==> src/sv/rvd_pkg.sv <==
package rvd_pkg;

  // configuration port
  localparam int CFG_W  = 17;
  localparam int IDX_W  = 2;

  localparam logic [IDX_W-1:0] REG_CENTER_X     = 2'd0;
  localparam logic [IDX_W-1:0] REG_CENTER_Y     = 2'd1;
  localparam logic [IDX_W-1:0] REG_STRENGTH     = 2'd2;
  localparam logic [IDX_W-1:0] REG_FALLOFF_SIZE = 2'd3;

  // register and datapath widths
  localparam int CEN_W  = 17;
  localparam int AMT_W  = 9;
  localparam int SIZE_W = 12;
  localparam int REF_W  = 17;
  localparam int DEN_W  = REF_W + SIZE_W;
  localparam int FACT_W = 9;
  localparam int QUO_W  = 8;
  localparam int GAIN_W = 17;
  localparam int FRAC_W = 16;

  localparam logic signed [CEN_W-1:0] CENTER_RST   = '0;
  localparam logic [AMT_W-1:0]        STRENGTH_RST = 9'd128;
  localparam logic [SIZE_W-1:0]       SIZE_RST     = 12'd128;
  localparam logic [SIZE_W-1:0]       SIZE_MIN     = 12'd3;
  localparam logic [AMT_W-1:0]        AMT_MAX      = 9'd256;
  localparam logic [FACT_W-1:0]       FACTOR_ONE   = 9'd256;
  localparam logic [GAIN_W-1:0]       GAIN_ONE     = 17'h10000;
  localparam logic [FRAC_W-1:0]       ROUND_HALF   = 16'h8000;

  typedef struct packed {
    logic signed [CEN_W-1:0] cx;
    logic signed [CEN_W-1:0] cy;
    logic [AMT_W-1:0]        amount;
    logic [DEN_W-1:0]        den;
    logic                    den_zero;
  } rvd_cfg_t;

endpackage

==> src/sv/rvd_sqrt_pipe.sv <==
module rvd_sqrt_pipe import rvd_pkg::*; #(
  parameter int DW = 18,
  parameter int TW = 32
) (
  input  logic            clk,
  input  logic            rst_n,
  input  logic            in_v,
  output logic            in_rdy,
  input  logic [2*DW-1:0] in_rad,
  input  logic [TW-1:0]   in_tag,
  output logic            out_v,
  input  logic            out_rdy,
  output logic [DW-1:0]   out_root,
  output logic [TW-1:0]   out_tag
);

  localparam int RW = 2 * DW;

  logic [DW-1:0] v_r;
  logic [DW:0]   rdy;
  logic [DW-1:0] root_r  [DW];
  logic [DW:0]   rem_r   [DW];
  logic [RW-1:0] rad_r   [DW];
  logic [TW-1:0] tag_r   [DW];
  logic [DW-1:0] root_p  [DW];
  logic [DW:0]   rem_p   [DW];
  logic [RW-1:0] rad_p   [DW];
  logic [TW-1:0] tag_p   [DW];
  logic [DW-1:0] root_nxt[DW];
  logic [DW:0]   rem_nxt [DW];
  logic [DW+2:0] remc    [DW];
  logic [DW+2:0] trial   [DW];
  logic [DW-1:0] v_in;

  // a stage takes a word when it is empty or its word moves on
  always_comb begin
    rdy[DW] = out_rdy;
    for (int i = DW - 1; i >= 0; i--) begin
      rdy[i] = !v_r[i] || rdy[i+1];
    end
  end

  always_comb begin
    root_p[0] = '0;
    rem_p[0]  = '0;
    rad_p[0]  = in_rad;
    tag_p[0]  = in_tag;
    for (int i = 1; i < DW; i++) begin
      root_p[i] = root_r[i-1];
      rem_p[i]  = rem_r[i-1];
      rad_p[i]  = rad_r[i-1];
      tag_p[i]  = tag_r[i-1];
    end
    for (int i = 0; i < DW; i++) begin
      remc[i]  = {rem_p[i], rad_p[i][RW-1 -: 2]};
      trial[i] = {1'b0, root_p[i], 2'b01};
      if (remc[i] >= trial[i]) begin
        rem_nxt[i]  = (DW+1)'(remc[i] - trial[i]);
        root_nxt[i] = {root_p[i][DW-2:0], 1'b1};
      end else begin
        rem_nxt[i]  = remc[i][DW:0];
        root_nxt[i] = {root_p[i][DW-2:0], 1'b0};
      end
    end
  end

  assign v_in = {v_r[DW-2:0], in_v};

  always_ff @(posedge clk) begin
    if (!rst_n) begin
      v_r <= '0;
    end else begin
      for (int i = 0; i < DW; i++) begin
        if (rdy[i]) begin
          v_r[i] <= v_in[i];
        end
      end
    end
  end

  always_ff @(posedge clk) begin
    for (int i = 0; i < DW; i++) begin
      if (rdy[i]) begin
        root_r[i] <= root_nxt[i];
        rem_r[i]  <= rem_nxt[i];
        rad_r[i]  <= rad_p[i] << 2;
        tag_r[i]  <= tag_p[i];
      end
    end
  end

  assign in_rdy   = rdy[0];
  assign out_v    = v_r[DW-1];
  assign out_root = root_r[DW-1];
  assign out_tag  = tag_r[DW-1];

endmodule

==> config.mk <==
export PLATFORM = sky130hd
export DESIGN_NAME = rvd_sqrt_pipe
export DESIGN_NICKNAME = d
export VERILOG_FILES = /design/src/sv/rvd_pkg.sv /design/src/sv/rvd_sqrt_pipe.sv
export SDC_FILE = /design/constraint.sdc
export NUM_CORES = 1
export LEC_CHECK = 0
export BUFFER_PORTS_ARGS = -buffer_cell sky130_fd_sc_hd__buf_2
export CAP_MARGIN = 10
export CORE_MARGIN = 3
export CORE_UTILIZATION = 65
export DETAILED_ROUTE_END_ITERATION = 6
export GPL_TIMING_DRIVEN = 0
export PLACE_DENSITY = 0.82
export RECOVER_POWER = 50
export SETUP_SLACK_MARGIN = 0.1
export SLEW_MARGIN = 20
export SYNTH_ARGS = -nofsm -noshare
export SYNTH_HDL_FRONTEND = slang
export SYNTH_SLANG_ARGS = --single-unit
==> constraint.sdc <==
create_clock -name clk -period 11.97 [get_ports clk]
set_input_delay 1.197 -clock clk [delete_from_list [all_inputs] [get_ports clk]]
set_output_delay 1.197 -clock clk [all_outputs]
set_load 0.05 [all_outputs]
==> results.json <==
{
  "hold_viol": 0,
  "syn2layout_area_growth_pct": 12.65,
  "skew_ns": 0.04015,
  "start_util_pct": 66.23,
  "holdPathStages": 0,
  "final_core_util_pct": 74.61,
  "fp-row-count": 104,
  "antenna_left": 0,
  "cp.required_ns": 10.77,
  "violations": "DRC, capacitance limit, slew limit",
  "drv_cap": 6,
  "min-delay-start": "tag_r[16][2]",
  "cts_tree": "done",
  "tns_ns": 0,
  "ys_seq_area_share_pct": 76.15,
  "use_met3_pct": 4.672,
  "async_reset_ff_share_pct": 0,
  "io_pins": 124,
  "hold_slack_ns": 0.4038,
  "ir_drop_uv": 162.5,
  "grt.total_usage_pct": 27.55,
  "clk_latency_ns": 0.72,
  "portBuffers": 123,
  "r2r-end": "root_r[13][13]",
  "fmax_mhz": 150.8,
  "yosys.cell_types.count": 81,
  "cp_top_family": "simple AND/OR/NAND/NOR gates",
  "dieWidth_um": 293.9,
  "synth.area.top_cells": "edfxtp_1 75%, ha_1 4.4%, xor2_1 1.9%, inv_1 1.7%, xnor2_1 1.6%",
  "path_clk_slew_ns": 0.07,
  "post-route-period-util_pct": 55.39,
  "slew_viol_final": 259,
  "maxSlewHeadroom_pct": -140.1,
  "dp.cells": 4552,
  "met1_usage_pct": 33.70,
  "critPathMaxStageDelay_ns": 1.02,
  "timing.rr.start": "v_r[17]",
  "p_leak_nw": 23.89,
  "critPathMaxFanout": 59,
  "ctsHtreeMaxLevel": 4,
  "synth_cells": 3351,
  "dieArea_um2": 86360,
  "min_to": "tag_r[17][2]",
  "worst_pin_slew_ns": 3.601,
  "drt_iter0_drc": 3397,
  "post_cts_buffers": 0,
  "synth_edf_count": 1354,
  "critPathBufInv": 4,
  "met2_usage_pct": 47.64,
  "total_power_w": 0.01209,
  "die_h_um": 293.9,
  "avgSynthCellArea_um2": 16.07,
  "synth_top_area_share_pct": 75.48,
  "crit_chain": "buf_2, nor2b_1, inv_1, nor4_2, and4_1, and2_0, and4_1, nand2_4, buf_16, buf_2",
  "antenna_found_initial": 8,
  "ys.warnings.count": 0,
  "cp.depth": 10,
  "rsz0062_at_grt": "no",
  "via_per_inst": 6.270,
  "wl_per_cell_um": 24.33,
  "nFillCells": 4242,
  "r2r_cells": 5,
  "cts_buffers": 133,
  "syn-cell-area_um2": 53860,
  "cts_root_buffer": "clkbuf_16",
  "cts.sinks": 1372,
  "synth_area_leader_cell": "edfxtp_1",
  "grt_pass1_vias": 30640,
  "min_path_type": "reg2reg",
  "fin_crit_ns": 6.630,
  "wl_um": 116700,
  "final_nets": 3889,
  "grt_pass1_wl_um": 180800,
  "instances_no_fill": 4799,
  "cts_hold_buf": 0,
  "layout-drive-gt1-share_pct": 9.459,
  "setup_viol": 0,
  "critPathLaunchType": "primary input",
  "place.gp.congestion": 0.9330,
  "arrival_ns": 5.43,
  "crit_slowest_cell": "nor4_2",
  "ff2ff_setup_slack_ns": 6.90,
  "core-area_um2": 81330,
  "crit_type": "in2out",
  "busiest_layer": "met2",
  "critPathCaptureType": "output port",
  "synth_nets": 3613,
  "drt_first_pass_iters": 7,
  "power.density_nw_per_um2": 199.3,
  "grt-ovfl-total": 0,
  "clockBufferDepth": 3,
  "num_vias": 30090,
  "synth-main-ff-cell": "edfxtp_1",
  "post_cts_resized": 0,
  "status": "finished, violations left",
  "post-route-drc-count": 2,
  "synth-seq-cells": 1372,
  "grt_start_max_net_pins": 65,
  "dpl.hpwl_um": 65560
}
cells in the mapped netlist (all sizes together) (8+ instances only):
library cell	instances
o41ai	11
a21oi	169
nor2	187
a21o	33
or2	8
a21boi	9
edfxtp	1354
o31ai	25
or3	37
xnor2	101
ha	190
nor4	46
o21a	61
or4	13
nand3	38
xor2	114
nand4	25
dfxtp	18
a211oi	21
o211ai	13
o21bai	9
mux2i	8
nor3b	9
clkbuf	38
nor2b	30
a31oi	9
o21ai	123
nand2b	29
mux2	36
inv	250
nand2	143
nor3	59
and3	15
buf	9
worst max-delay path by stage:
stage,from,endpoint,slack [ns]
final,out_rdy,in_rdy,5.34
after global routing,out_rdy,in_rdy,5.11
after CTS,out_rdy,in_rdy,5.39
after detailed placement,out_rdy,in_rdy,5.56
after global placement,out_rdy,rem_r[9][15],3.36
after floorplan,out_rdy,rad_r[9][18],5.36
worst reg2reg max path: stages, from the launching register on:
cell,delay [ns]
dfxtp_1,0.32
nor2b_1,0.19
inv_1,0.71
nor2_1,0.20
clkinvlp_2,0.59
clkbuf_1,2.47
cells in the final DEF (no fill, tap or decap), drive strengths merged, types with 15 or more instances in the layout:
cell,synthesis,final
nand3,38,38
clkinv,1,56
buf,9,88
nor3,59,59
o31ai,25,25
nand4,25,25
nor2,187,187
o21a,61,61
nor4,46,46
ha,190,190
nor2b,30,30
mux2,36,36
inv,250,253
or3,37,37
a21o,33,33
nand2,143,143
clkbuf,38,264
dfxtp,18,18
o21ai,123,123
a211oi,21,21
and3,15,15
xor2,114,114
nand2b,29,29
xnor2,101,101
a21oi,169,169
edfxtp,1354,1354
metrics by stage:
step | instance area [um2] | worst slack, ns
3_5_place_dp | 56390 | 5.557
5_1_grt | 60670 | 5.106
3_3_place_gp | 55810 | 3.358
2_1_floorplan | 53860 | 5.365
4_1_cts | 60850 | 5.393
6_report | 60680 | 5.340
sequential cells by signal (all words and copies together), names as in the netlist:
name    flops
root_r    171
v_r        18
tag_r     576
rem_r     301
rad_r     306
metal layers:
metal  vias to the layer above  part of all wire, %
met5                         -                    0
met4                         0                  5.7
met3                       445                  7.4
met2                      1799                   51
met1                     14610                   36
li1                      13240                    -
kinds of logic (layout without fill, tap and decap cells):
kind of cell	count (synthesis)	in the layout	synth area share (%)
buffers and inverters	298	679	2.104
xor gates and xnor gates	215	215	3.496
muxes	44	44	0.9013
AOI/OAI and AO/OA	549	549	6.462
other	1	8	0.006962
and+or+nand+nor	682	682	6.462
adders and majority gates	190	190	4.413
DFF	1372	1372	76.15
report_power, final:
group / total, W / internal (W) / switching, W
Sequential: 0.00636 / 0.00595 / 0.000410
Combinational: 0.00144 / 0.000587 / 0.000856
Clock: 0.00429 / 0.00240 / 0.00189
Total: 0.0121 / 0.00893 / 0.00316
cell type report:
| class | count | area (um2) | area share [%] |
|---|---|---|---|
| Tap cell | 1060 | 1326 | 2.186 |
| Multi-Input combinational cell | 1681 | 11780 | 19.41 |
| Antenna cell | 7 | 17.52 | 0.02887 |
| Buffer | 47 | 191.4 | 0.3155 |
| Clock buffer | 164 | 3527 | 5.813 |
| Clock inverter | 76 | 935.9 | 1.542 |
| Sequential cell | 1372 | 41020 | 67.60 |
| Timing Repair Buffer | 141 | 920.9 | 1.518 |
| Inverter | 251 | 959.7 | 1.582 |
Power figures use the tool's default switching activity.
