### config.mk
export PLATFORM = sky130hd
export DESIGN_NAME = rvd_cfg
export DESIGN_NICKNAME = d
export VERILOG_FILES = /design/src/sv/rvd_pkg.sv /design/src/sv/rvd_cfg.sv
export SDC_FILE = /design/constraint.sdc
export NUM_CORES = 2
export LEC_CHECK = 0
export ABC_AREA = 1
export BUFFER_PORTS_ARGS = -buffer_cell sky130_fd_sc_hd__buf_2
export CELL_PAD_IN_SITES_DETAIL_PLACEMENT = 1
export CELL_PAD_IN_SITES_GLOBAL_PLACEMENT = 2
export CORE_UTILIZATION = 35
export CTS_CLUSTER_DIAMETER = 40
export DETAILED_ROUTE_END_ITERATION = 7
export PLACE_DENSITY_LB_ADDON = 0.1
export SLEW_MARGIN = 20
export SYNTH_ARGS = -nofsm -noshare
export SYNTH_HDL_FRONTEND = slang
export SYNTH_SLANG_ARGS = --single-unit
### constraint.sdc
create_clock -name clk -period 9.2 [get_ports clk]
set_input_delay 0.92 -clock clk [delete_from_list [all_inputs] [get_ports clk]]
set_output_delay 0.92 -clock clk [all_outputs]
set_load 0.005 [all_outputs]
### src/sv/rvd_pkg.sv
package rvd_pkg;

  // configuration port
  localparam int CFG_W  = 17;
  localparam int IDX_W  = 2;

  localparam logic [IDX_W-1:0] REG_CENTER_X     = 2'd0;
  localparam logic [IDX_W-1:0] REG_CENTER_Y     = 2'd1;
  localparam logic [IDX_W-1:0] REG_STRENGTH     = 2'd2;
  localparam logic [IDX_W-1:0] REG_FALLOFF_SIZE = 2'd3;

  // register and datapath widths
  localparam int CEN_W  = 17;
  localparam int AMT_W  = 9;
  localparam int SIZE_W = 12;
  localparam int REF_W  = 17;
  localparam int DEN_W  = REF_W + SIZE_W;
  localparam int FACT_W = 9;
  localparam int QUO_W  = 8;
  localparam int GAIN_W = 17;
  localparam int FRAC_W = 16;

  localparam logic signed [CEN_W-1:0] CENTER_RST   = '0;
  localparam logic [AMT_W-1:0]        STRENGTH_RST = 9'd128;
  localparam logic [SIZE_W-1:0]       SIZE_RST     = 12'd128;
  localparam logic [SIZE_W-1:0]       SIZE_MIN     = 12'd3;
  localparam logic [AMT_W-1:0]        AMT_MAX      = 9'd256;
  localparam logic [FACT_W-1:0]       FACTOR_ONE   = 9'd256;
  localparam logic [GAIN_W-1:0]       GAIN_ONE     = 17'h10000;
  localparam logic [FRAC_W-1:0]       ROUND_HALF   = 16'h8000;

  typedef struct packed {
    logic signed [CEN_W-1:0] cx;
    logic signed [CEN_W-1:0] cy;
    logic [AMT_W-1:0]        amount;
    logic [DEN_W-1:0]        den;
    logic                    den_zero;
  } rvd_cfg_t;

endpackage

### src/sv/rvd_cfg.sv
module rvd_cfg import rvd_pkg::*; (
  input  logic             clk,
  input  logic             rst_n,
  input  logic             cfg_valid,
  output logic             cfg_ready,
  input  logic [IDX_W-1:0] cfg_index,
  input  logic [CFG_W-1:0] cfg_data,
  output rvd_cfg_t         cset,
  output logic             busy
);

  localparam int RAD_W = 2 * REF_W;
  localparam int CNT_W = 5;
  localparam logic [CNT_W-1:0] ROOT_LAST = CNT_W'(REF_W - 1);

  localparam logic [2:0] PH_IDLE = 3'd0;
  localparam logic [2:0] PH_ABS  = 3'd1;
  localparam logic [2:0] PH_SQR  = 3'd2;
  localparam logic [2:0] PH_SUM  = 3'd3;
  localparam logic [2:0] PH_ROOT = 3'd4;
  localparam logic [2:0] PH_MUL  = 3'd5;

  logic signed [CEN_W-1:0] cx_r, cy_r;
  logic [AMT_W-1:0]        strength_r;
  logic [SIZE_W-1:0]       size_r;
  logic [2:0]              phase_r, phase_nxt;
  logic [CNT_W-1:0]        cnt_r, cnt_nxt;
  logic [REF_W-1:0]        ax_r, ay_r;
  logic [RAD_W-1:0]        sqx_r, sqy_r, rad_r;
  logic [REF_W-1:0]        root_r;
  logic [REF_W:0]          rem_r;
  logic [DEN_W-1:0]        den_r;
  logic                    den_zero_r;
  logic [SIZE_W-1:0]       size_c;
  logic [REF_W+2:0]        remc;
  logic [REF_W+2:0]        trial;
  logic                    ge;

  assign cfg_ready = 1'b1;
  assign busy      = (phase_r != PH_IDLE);
  assign size_c    = (size_r < SIZE_MIN) ? SIZE_MIN : size_r;

  assign cset.cx       = cx_r;
  assign cset.cy       = cy_r;
  assign cset.amount   = (strength_r > AMT_MAX) ? AMT_MAX : strength_r;
  assign cset.den      = den_r;
  assign cset.den_zero = den_zero_r;

  // one root digit per cycle
  assign remc  = {rem_r, rad_r[RAD_W-1 -: 2]};
  assign trial = {1'b0, root_r, 2'b01};
  assign ge    = (remc >= trial);

  always_comb begin
    phase_nxt = phase_r;
    cnt_nxt   = cnt_r;
    unique case (phase_r)
      PH_IDLE: phase_nxt = PH_IDLE;
      PH_ABS:  phase_nxt = PH_SQR;
      PH_SQR:  phase_nxt = PH_SUM;
      PH_SUM: begin
        phase_nxt = PH_ROOT;
        cnt_nxt   = '0;
      end
      PH_ROOT: begin
        if (cnt_r == ROOT_LAST) begin
          phase_nxt = PH_MUL;
        end else begin
          cnt_nxt = cnt_r + 1'b1;
        end
      end
      PH_MUL:  phase_nxt = PH_IDLE;
      default: phase_nxt = PH_IDLE;
    endcase
    // any register write restarts the reference computation
    if (cfg_valid) begin
      phase_nxt = PH_ABS;
    end
  end

  always_ff @(posedge clk) begin
    if (!rst_n) begin
      cx_r       <= CENTER_RST;
      cy_r       <= CENTER_RST;
      strength_r <= STRENGTH_RST;
      size_r     <= SIZE_RST;
      phase_r    <= PH_IDLE;
      cnt_r      <= '0;
      den_r      <= '0;
      den_zero_r <= 1'b1;
    end else begin
      phase_r <= phase_nxt;
      cnt_r   <= cnt_nxt;
      if (cfg_valid) begin
        unique case (cfg_index)
          REG_CENTER_X:     cx_r       <= $signed(cfg_data[CEN_W-1:0]);
          REG_CENTER_Y:     cy_r       <= $signed(cfg_data[CEN_W-1:0]);
          REG_STRENGTH:     strength_r <= cfg_data[AMT_W-1:0];
          REG_FALLOFF_SIZE: size_r     <= cfg_data[SIZE_W-1:0];
        endcase
      end
      if (phase_r == PH_MUL) begin
        den_r      <= DEN_W'(root_r) * DEN_W'(size_c);
        den_zero_r <= (root_r == '0);
      end
    end
  end

  always_ff @(posedge clk) begin
    if (phase_r == PH_ABS) begin
      ax_r <= cx_r[CEN_W-1] ? REF_W'(-cx_r) : REF_W'(cx_r);
      ay_r <= cy_r[CEN_W-1] ? REF_W'(-cy_r) : REF_W'(cy_r);
    end
    if (phase_r == PH_SQR) begin
      sqx_r <= ax_r * ax_r;
      sqy_r <= ay_r * ay_r;
    end
    if (phase_r == PH_SUM) begin
      rad_r  <= sqx_r + sqy_r;
      root_r <= '0;
      rem_r  <= '0;
    end
    if (phase_r == PH_ROOT) begin
      rad_r  <= rad_r << 2;
      root_r <= {root_r[REF_W-2:0], ge};
      rem_r  <= ge ? (REF_W+1)'(remc - trial) : remc[REF_W:0];
    end
  end

endmodule

==> results by group <==
Logic synthesis
  – Synth top area cells: fa_1 28%, edfxtp_1 13%, inv_1 13%
  – Syn Nets: 5,854
  – Post-Syn Area per Cell: 7.654 um^2
  – Synth Register Bits: 262
  – Asr flop ratio synth: 0%
  – Synth top area share: 28.14%
  – Post-Syn Instances: 4,963
  – Ys flop type: edfxtp_1
  – EDFF count, synth: 167
  – Post-synthesis cell area: 0.03799 mm^2
  – Sequential area share after synthesis: 18.21%
  – Yosys Warn Count: 0
  – Yosys cell types: 52
  – Cell accounting for the most synthesized area: fa_1

Critical path
  – CP required: 9.60 ns
  – Crit path max fanout: 17
  – CP Capture Type: register
  – Crit path launch type: register
  – CP arrival: 6.62 ns
  – CP Class: register to register

Drt
  – Vias after detailed routing: 30.32k
  – Routed WL: 121,700 um
  – Vias per std cell: 4.713
  – Detailed-route DRC error count: 0
  – Per-cell routed wire length: 18.92 um
  – TritonRoute pass-1 iters: 5
  – 1st-iter DRT viols: 1,323
  – Antenna viol nets, final: 0

Clock network
  – Clk root buf: clkbuf_16
  – H-tree depth: 2
  – Worst-Skew Late Latency: 0.65 ns
  – # resized after CTS: 0
  – CTS max path bufs: 3
  – Worst-path clk slew: 0.06 ns
  – TritonCTS Buffers: 60
  – CTS Hold Buffers Added: 0
  – Clock Sinks: 262
  – CTS tree: done
  – Post-CTS Setup Bufs: 0

Floorplanning
  – Die ar.: 0.1098 mm^2
  – IO Pins: 97
  – Core ar.: 0.1074 mm^2
  – Initial Util: 35.38%
  – Row cnt: 120
  – Die width: 331.4 um
  – Die extent in y: 331.4 um

Timing
  – Clk_skew: 0.03174 ns
  – Final min period: 6.225 ns
  – Final Hold Viols: 0
  – FMAX: 160.6 MHz
  – Period utilization: 67.67%
  – Slew of the pin with the lowest slew margin: 1.035 ns
  – TNS Setup: 0 ns
  – Final max-slew violation count: 0
  – Setup violators final: 0
  – RSZ-0062 raised after global routing: false
  – Rel. slew slack: 30.99%

Global route
  – Grt met2 use: 37.19%
  – GR Util met1: 32.73%
  – GRT Total Usage: 22.84%
  – Initial antenna violation count: 7
  – First-pass GRT wire length: 195,200 um
  – Busiest grt layer: met2
  – Grt met3 use: 2.496%
  – Largest net degree at the start of global routing: 75
  – GRT overflow: 0
  – Vias in the first global route: 33.20k

Finish
  – Finished Cell Area: 0.04172 mm^2
  – Syn-to-layout area delta: 9.826%
  – Nets@finish: 5,868
  – Share of cells above drive strength 1: 5.152%

Pwr
  – Leakage: 0.02313 uW
  – Int Pwr: 6466 uW
  – Peak supply drop: 0.2666 mV
  – Pwr/cell area: 333.9 mW/mm^2
  – Sw Ratio: 53.59%
  – Clock power frac: 15.5%
  – Switching power: 7465 uW
  – Reg power frac: 13.5%
  – Combinational fraction of design power: 71.1%

Placement
  – Placed instance area: 0.03971 mm^2
  – Port Buffers: 95
  – HPWL Detailed: 101,800 um
  – Gpl congestion: 0.8695

Status
  – Status: complete, no violations

Worst hold path
  – Hold Crit Class: register to register

Job
  – Max cap viols: 0
## cell usage in the layout, fill, tap and decap left out, types with 6 or more instances in the layout
master,Yosys,layout
nor2_1,290,288
buf_2,10,95
inv_6,0,11
o21ai_1,13,13
nor4_1,10,10
o21ai_0,130,130
a21o_1,8,8
nand3_1,146,146
clkinv_1,2,7
clkbuf_16,0,60
xor2_1,77,77
inv_1,1307,1307
clkinvlp_4,0,8
o21bai_1,19,19
nand3b_1,16,16
nand4_1,34,34
and2_1,6,6
or2_2,9,9
dfxtp_1,95,95
ha_1,335,335
clkinv_2,0,10
a21oi_1,195,195
nand2_2,6,6
nor3_1,35,33
xnor2_1,26,26
fa_1,534,534
nand2_1,1289,1288
buf_4,2,12
edfxtp_1,167,167
o21a_1,14,14
nor2_2,12,12
## Yosys cell counts, types with 2 or more instances
master and count:
inv_1 1307, nand2_1 1289, fa_1 534, ha_1 335, nor2_1 290, a21oi_1 195, edfxtp_1 167, nand3_1 146
o21ai_0 130, clkbuf_1 127, dfxtp_1 95, xor2_1 77, nor3_1 35, nand4_1 34, xnor2_1 26, o21bai_1 19
nand3b_1 16, o21a_1 14, buf_1 13, o21ai_1 13, nor2_2 12, buf_2 10, nor4_1 10, or2_2 9
a21o_1 8, and2_1 6, nand2_2 6, inv_2 4, a32o_1 3, nor2_4 3, o211ai_1 3, a31oi_1 2
buf_4 2, buf_6 2, clkinv_1 2, nand2_4 2, or2_1 2
## final cells by class
type	instances	area, um^2
antenna	3	7.507
sequential	262	6917
fill	13120	65640
clock buffer	68	1562
inverter	1314	4935
clock inverter	44	437.9
multi-input combinational	3232	25540
tap	1403	1755
timing repair buffer	107	565.5
## state kept, by name, indices dropped and copies added, names as in the netlist
| signal | flops |
|---|---|
| ax_r | 17 |
| ay_r | 17 |
| cnt_r | 5 |
| cx_r | 17 |
| cy_r | 17 |
| den_r | 29 |
| den_zero_r | 1 |
| phase_r | 3 |
| rad_r | 34 |
| rem_r | 18 |
| root_r | 17 |
| size_r | 12 |
| sqx_r | 33 |
| sqy_r | 33 |
| strength_r | 9 |
## critical path: stages, from the launching register on
cell	delay [ns]
edfxtp_1	0.91
nand2_1	0.22
fa_1	0.60
inv_1	0.09
fa_1	0.56
inv_1	0.06
fa_1	0.50
inv_1	0.06
fa_1	0.54
inv_1	0.05
fa_1	0.47
inv_1	0.05
fa_1	0.44
ha_1	0.37
nand2_1	0.11
nor2_1	0.15
inv_1	0.08
nor3_1	0.34
nand4_1	0.16
nand3_1	0.12
xor2_1	0.07
## through the flow
stage / setup slack (ns) / util, % / hold WS (ns) / total power [uW] / cells
floorplan: 3.636 / - / 0.4244 / 8520 / 4963
global placement: 2.960 / 36.99 / 0.4589 / 11800 / 6318
detailed placement: 2.917 / 36.99 / 0.4651 / 11860 / 6318
CTS: 2.903 / 38.85 / 0.4723 / 14130 / 6430
global route: 2.555 / 38.86 / 0.5050 / 15410 / 6432
finish: 2.975 / 38.86 / 0.4646 / 13930 / 6433
## layer usage
metal,share of wire [%],vias to the layer above
li1,-,14770
met1,49,14990
met2,45,444
met3,3.6,120
met4,1.8,2
met5,0.011,-
## power groups by stage
| stage | Combinational [uW] | Clock (uW) | Sequential, uW |
|---|---|---|---|
| 2_1_floorplan | 6740 | 0 | 1780 |
| 4_1_cts | 10000 | 2210 | 1880 |
| 3_5_place_dp | 9960 | 0 | 1900 |
| 6_report | 9900 | 2160 | 1880 |
| 5_1_grt | 11300 | 2250 | 1890 |
| 3_3_place_gp | 9900 | 0 | 1900 |
## path summary, 6_finish.rpt
| kind | from | to | slack [ns] | cells past startpoint |
|---|---|---|---|---|
| setup reg to reg | ax_r[4] | sqx_r[21] | 2.97 | 20 |
| setup / recovery | ax_r[4] | sqx_r[21] | 2.97 | 20 |
| hold / removal | cnt_r[4] | cnt_r[4] | 0.46 | 2 |
| hold reg to reg | cnt_r[4] | cnt_r[4] | 0.46 | 2 |
## cell families after synthesis
| logic type | Yosys count | synth area share, % |
|---|---|---|
| buf+inv | 1469 | 14.64 |
| flops | 262 | 18.21 |
| simple gates | 1866 | 20.02 |
| other cells | 1 | 0.009872 |
| xor+xnor | 103 | 2.375 |
| compound gates | 393 | 5.563 |
| fa+ha+maj | 869 | 39.18 |
Note: power is estimated with default switching activity, not from simulation.
